### src/rtl/core/stack_with_statistics_defines.svh
// assertion macros for the stack with statistics rtl
`ifndef STACK_WITH_STATISTICS_DEFINES_SVH
`define STACK_WITH_STATISTICS_DEFINES_SVH

// condition implies consequence in the same cycle
`define SWS_ASSERT_NOW(lbl, clk, rstn, ante, cons) \
  lbl: assert property (@(posedge clk) disable iff (!rstn) (ante) |-> (cons)) \
    else $error("sws assertion failed");

// condition implies consequence in the following cycle
`define SWS_ASSERT_NXT(lbl, clk, rstn, ante, cons) \
  lbl: assert property (@(posedge clk) disable iff (!rstn) (ante) |=> (cons)) \
    else $error("sws assertion failed");

`endif

### src/rtl/core/sws_pkg.sv
// types and constants of the stack with statistics
package sws_pkg;

  localparam logic [2:0] KIND_PUSH   = 3'd0;
  localparam logic [2:0] KIND_POP    = 3'd1;
  localparam logic [2:0] KIND_SEARCH = 3'd2;
  localparam logic [2:0] KIND_CLEAR  = 3'd3;

  localparam logic signed [31:0] WORD_NEG_ONE = -32'sd1;
  localparam logic signed [31:0] WORD_MIN     = 32'sh8000_0000;
  localparam logic signed [31:0] WORD_MAX     = 32'sh7fff_ffff;

  typedef enum logic [2:0] {
    S_IDLE,
    S_OP,
    S_POPSUB,
    S_START,
    S_RUN,
    S_DONE
  } state_t;

  typedef struct packed {
    logic latch;
    logic apply;
    logic pop_sub;
    logic start;
    logic load;
  } cmd_t;

  typedef struct packed {
    logic pop_rd;
    logic scan_busy;
    logic div_busy;
    logic out_free;
  } sts_t;

endpackage

### src/rtl/core/sws_ctrl.sv
// sequencing state machine of the stack with statistics
module sws_ctrl (
  input  logic          clk,
  input  logic          rst_n,
  input  logic          in_valid,
  output logic          in_ready,
  input  sws_pkg::sts_t sts,
  output sws_pkg::cmd_t cmd
);
  import sws_pkg::*;

  state_t state_r, state_nxt;

  always_ff @(posedge clk) begin
    if (!rst_n) begin
      state_r <= S_IDLE;
    end else begin
      state_r <= state_nxt;
    end
  end

  always_comb begin
    state_nxt = state_r;
    unique case (state_r)
      S_IDLE:   if (in_valid) state_nxt = S_OP;
      S_OP:     state_nxt = sts.pop_rd ? S_POPSUB : S_START;
      S_POPSUB: state_nxt = S_START;
      S_START:  state_nxt = S_RUN;
      S_RUN:    if (!sts.scan_busy && !sts.div_busy) state_nxt = S_DONE;
      S_DONE:   if (sts.out_free) state_nxt = S_IDLE;
      default:  state_nxt = S_IDLE;
    endcase
  end

  always_comb begin
    cmd      = '0;
    in_ready = 1'b0;
    unique case (state_r)
      S_IDLE: begin
        in_ready  = 1'b1;
        cmd.latch = in_valid;
      end
      S_OP:     cmd.apply = 1'b1;
      S_POPSUB: cmd.pop_sub = 1'b1;
      S_START:  cmd.start = 1'b1;
      S_RUN:    cmd = '0;
      S_DONE:   cmd.load = sts.out_free;
      default:  cmd = '0;
    endcase
  end

endmodule

### config.mk
export PLATFORM = sky130hd
export DESIGN_NAME = sws_ctrl
export DESIGN_NICKNAME = d
export VERILOG_FILES = /design/src/rtl/core/stack_with_statistics_defines.svh /design/src/rtl/core/sws_pkg.sv /design/src/rtl/core/sws_ctrl.sv
export SDC_FILE = /design/constraint.sdc
export NUM_CORES = 1
export LEC_CHECK = 0
export BUFFER_PORTS_ARGS = -buffer_cell sky130_fd_sc_hd__clkbuf_2
export CAP_MARGIN = 40
export CORE_AREA = 2 2 39 41
export DETAILED_ROUTE_END_ITERATION = 8
export DIE_AREA = 0 0 41 43
export GPL_ROUTABILITY_DRIVEN = 1
export HOLD_SLACK_MARGIN = 0.08
export PLACE_DENSITY_LB_ADDON = 0.25
export SLEW_MARGIN = 30
export SYNTH_ARGS = -nofsm -noshare
export SYNTH_HDL_FRONTEND = slang
export SYNTH_SLANG_ARGS = --single-unit
### constraint.sdc
create_clock -name clk -period 2.2 [get_ports clk]
set_input_delay 0.44 -clock clk [delete_from_list [all_inputs] [get_ports clk]]
set_output_delay 0.44 -clock clk [all_outputs]
set_load 0.005 [all_outputs]
==> impl_metrics.csv <==
group,metric,value,unit
logic_synthesis,synth_cells,23,
detailed_routing,post_drt_wl_per_cell,8.81,um
worst_setup_path,worstPathMaxFanout,9,
power,powerDensity,862,nW/um^2
layout,fin_nets,45,
clock_network,ctsHoldBuffers,0,
worst_setup_path,startpoint_type,"flop",
sta,worst_pin_slew,332,ps
layout,regMostFlops,"state_r",
worst_setup_path,cp.required,1760,ps
sta,fin_skew,3.55,ps
clock_network,cts_tree,"yes",
placement,pre_cts_ws,863,ps
power,ir_worst_vdd,161,uV
sta,timing.final.max_slew_violations,0,
sta,fin_ws,622,ps
global_route,grt_pass1_vias,208,
detailed_routing,drt-vias-per-instance,4.04,
logic_synthesis,synth-warning-count,0,
logic_synthesis,syn_avg_cell_area,8.76,um^2
layout,reg_top3,"state_r: 3 flops",
clock_network,clock_latency,230,ps
floorplan,num_rows,14,
floorplan,start_util,14.6,%
clock_network,clk_pin_slew,40,ps
layout,drive_gt1_share,56.8,%
layout,nFillCells,158,
layout,postLayoutCellArea,298,um^2
clock_network,clockBufferDepth,2,
global_route,grt_max_degree,10,
layout,regArea,60.1,um^2
run_status,status,"completed",
sta,tns,0,ps
layout,final_core_util,21.5,%
worst_setup_path,reg2reg_slack,1100,ps
floorplan,die_h,43,um
floorplan,die_width,41,um
global_route,grt_pass1_wl,869,um
sta,fmax,634,MHz
placement,hpwl,370,um
layout,multiInputGateArea,128,um^2
floorplan,core_area,1380,um^2
layout,final_common_cell,"clkbuf_2",
worst_setup_path,worst-setup-path-type,"reg -> out",
sta,hold_violations,0,
worst_setup_path,r2r-start,"state_r[2]",
worst_setup_path,max_stage_delay,390,ps
placement,dpl_cell_area,272,um^2
layout,largest_reg_flops,3,
detailed_routing,drt_iter0_markers,1,
power,power,0.000257,W
clock_network,cts_setup_buffers,0,
floorplan,die-area,1760,um^2
job,drv_cap,0,
detailed_routing,routed-via-count,214,
worst_hold_path,min_to,"state_r[2]",
worst_setup_path,rr_endpoint,"state_r[0]",
sta,finalCriticalPeriod,1580,ps
worst_setup_path,cpMaxStageDelayCell,"dfxtp_1",
detailed_routing,routed_wirelength,467,um
logic_synthesis,yosysSeqAreaShare,29.8,%
floorplan,ios,13,
worst_setup_path,arrival,1140,ps
worst_setup_path,r2r.worst_path.cells,3,
sta,relSlewSlack,77.8,%
sta,setup_viol,0,
clock_network,cts_resized,0,
logic_synthesis,yosysUniqueCellTypes,16,
sta,rsz0062_at_grt,"false",
logic_synthesis,postSynthNetCount,30,
worst_setup_path,endpoint_kind,"output pin",
layout,antenna_cells,0,
global_route,antenna_found_initial,0,
global_route,grt_use_total,7.62,%
layout,area_delta_synth_final,47.8,%
worst_hold_path,hp-class,"in -> reg",
clock_network,htree_levels,1,
logic_synthesis,synth_seq_cells,3,
clock_network,cts_root_buf,"clkbuf_4",
placement,gp_congestion,0.622,
clock_network,cts_buffers,3,
power,p_leak,0.139,nW
worst_hold_path,hold_path_depth,2,
layout,layout_common_cells,"clkbuf_2 (12), nor3b_1 (3), clkbuf_4 (3), dfxtp_1 (3)",
global_route,grt_overflow,0,
worst_setup_path,crit_buf_inv,1,
worst_hold_path,timing.hold.worst.start,"rst_n",
worst_setup_path,crit_family,"simple AND/OR/NAND/NOR gates",
detailed_routing,drt.antenna.violating_nets,0,
logic_synthesis,synthesis.area,201,um^2
placement,port_buffers,12,
detailed_routing,firstDrtPassIters,2,
sta,finalCritPeriodShare,71.7,%
worst_setup_path,path_cells,"nor3_1, and2_1, clkbuf_2",
clock_network,clkSinkCount,3,
detailed_routing,drc,0,
==> through the flow <==
| step | instances | hold slack (ps) |
|---|---|---|
| 3_3_place_gp | 49 | 628 |
| 3_5_place_dp | 49 | 633 |
| 4_1_cts | 53 | 444 |
| 5_1_grt | 53 | 456 |
| 2_1_floorplan | 23 | 557 |
| 6_report | 53 | 447 |
==> how the worst max path moves through the flow <==
stage,start,to,slack [ps],cells past startpoint
after CTS,state_r[1],cmd[4],610,3
after floorplan,state_r[1],cmd[4],920,3
after global placement,state_r[2],cmd[0],840,3
final,state_r[1],cmd[4],620,3
after detailed placement,state_r[1],cmd[4],860,3
after global routing,state_r[1],cmd[4],510,3
==> kinds of logic (layout without fill, tap and decap cells) <==
kind of cell	count (synthesis)	count (layout)	synth area share (%)
compound gates	6	6	26.7
flops	3	3	29.8
buf+inv	3	17	6.83
simple gates	10	10	32.3
xor+xnor	1	1	4.35
==> cell usage after synthesis <==
cell type / instances / area share, %
dfxtp_1: 3 / 30
nor3b_1: 3 / 11
and3_2: 2 / 7.5
buf_2: 2 / 5.0
nor3_1: 2 / 5.0
a2111oi_2: 1 / 7.5
a211oi_2: 1 / 6.2
a21o_2: 1 / 4.3
a21oi_1: 1 / 2.5
and2_1: 1 / 3.1
and2_2: 1 / 3.7
inv_1: 1 / 1.9
nand2_1: 1 / 1.9
o21a_1: 1 / 3.7
o21ai_0: 1 / 2.5
xor2_1: 1 / 4.3
==> power breakdown <==
| part | leakage [nW] | total (W) | switching (W) | internal (W) |
|---|---|---|---|---|
| logic | 0.0989 | 0.0000754 | 0.0000304 | 0.0000450 |
| registers | 0.0247 | 0.0000865 | 0.0000221 | 0.0000644 |
| clock network | 0.0150 | 0.0000947 | 0.0000269 | 0.0000679 |
==> routing by layer <==
layer	routed length, um	share of wire [%]	vias to the layer above	track usage, %
met5	0	0	-	0
met4	0	0	0	6.00
met3	72	15	0	3.14
met2	157	34	13	6.88
met1	238	51	90	12.5
li1	-	-	111	-
==> area by class of cell <==
type	instances	area share (%)
multi-input cells	17	42.9
flip-flops and latches	3	20.2
repair buffers	12	20.2
clock buffers	4	8.82
well taps	16	6.72
inverters	1	1.26
(Power assumes the default switching activity.)
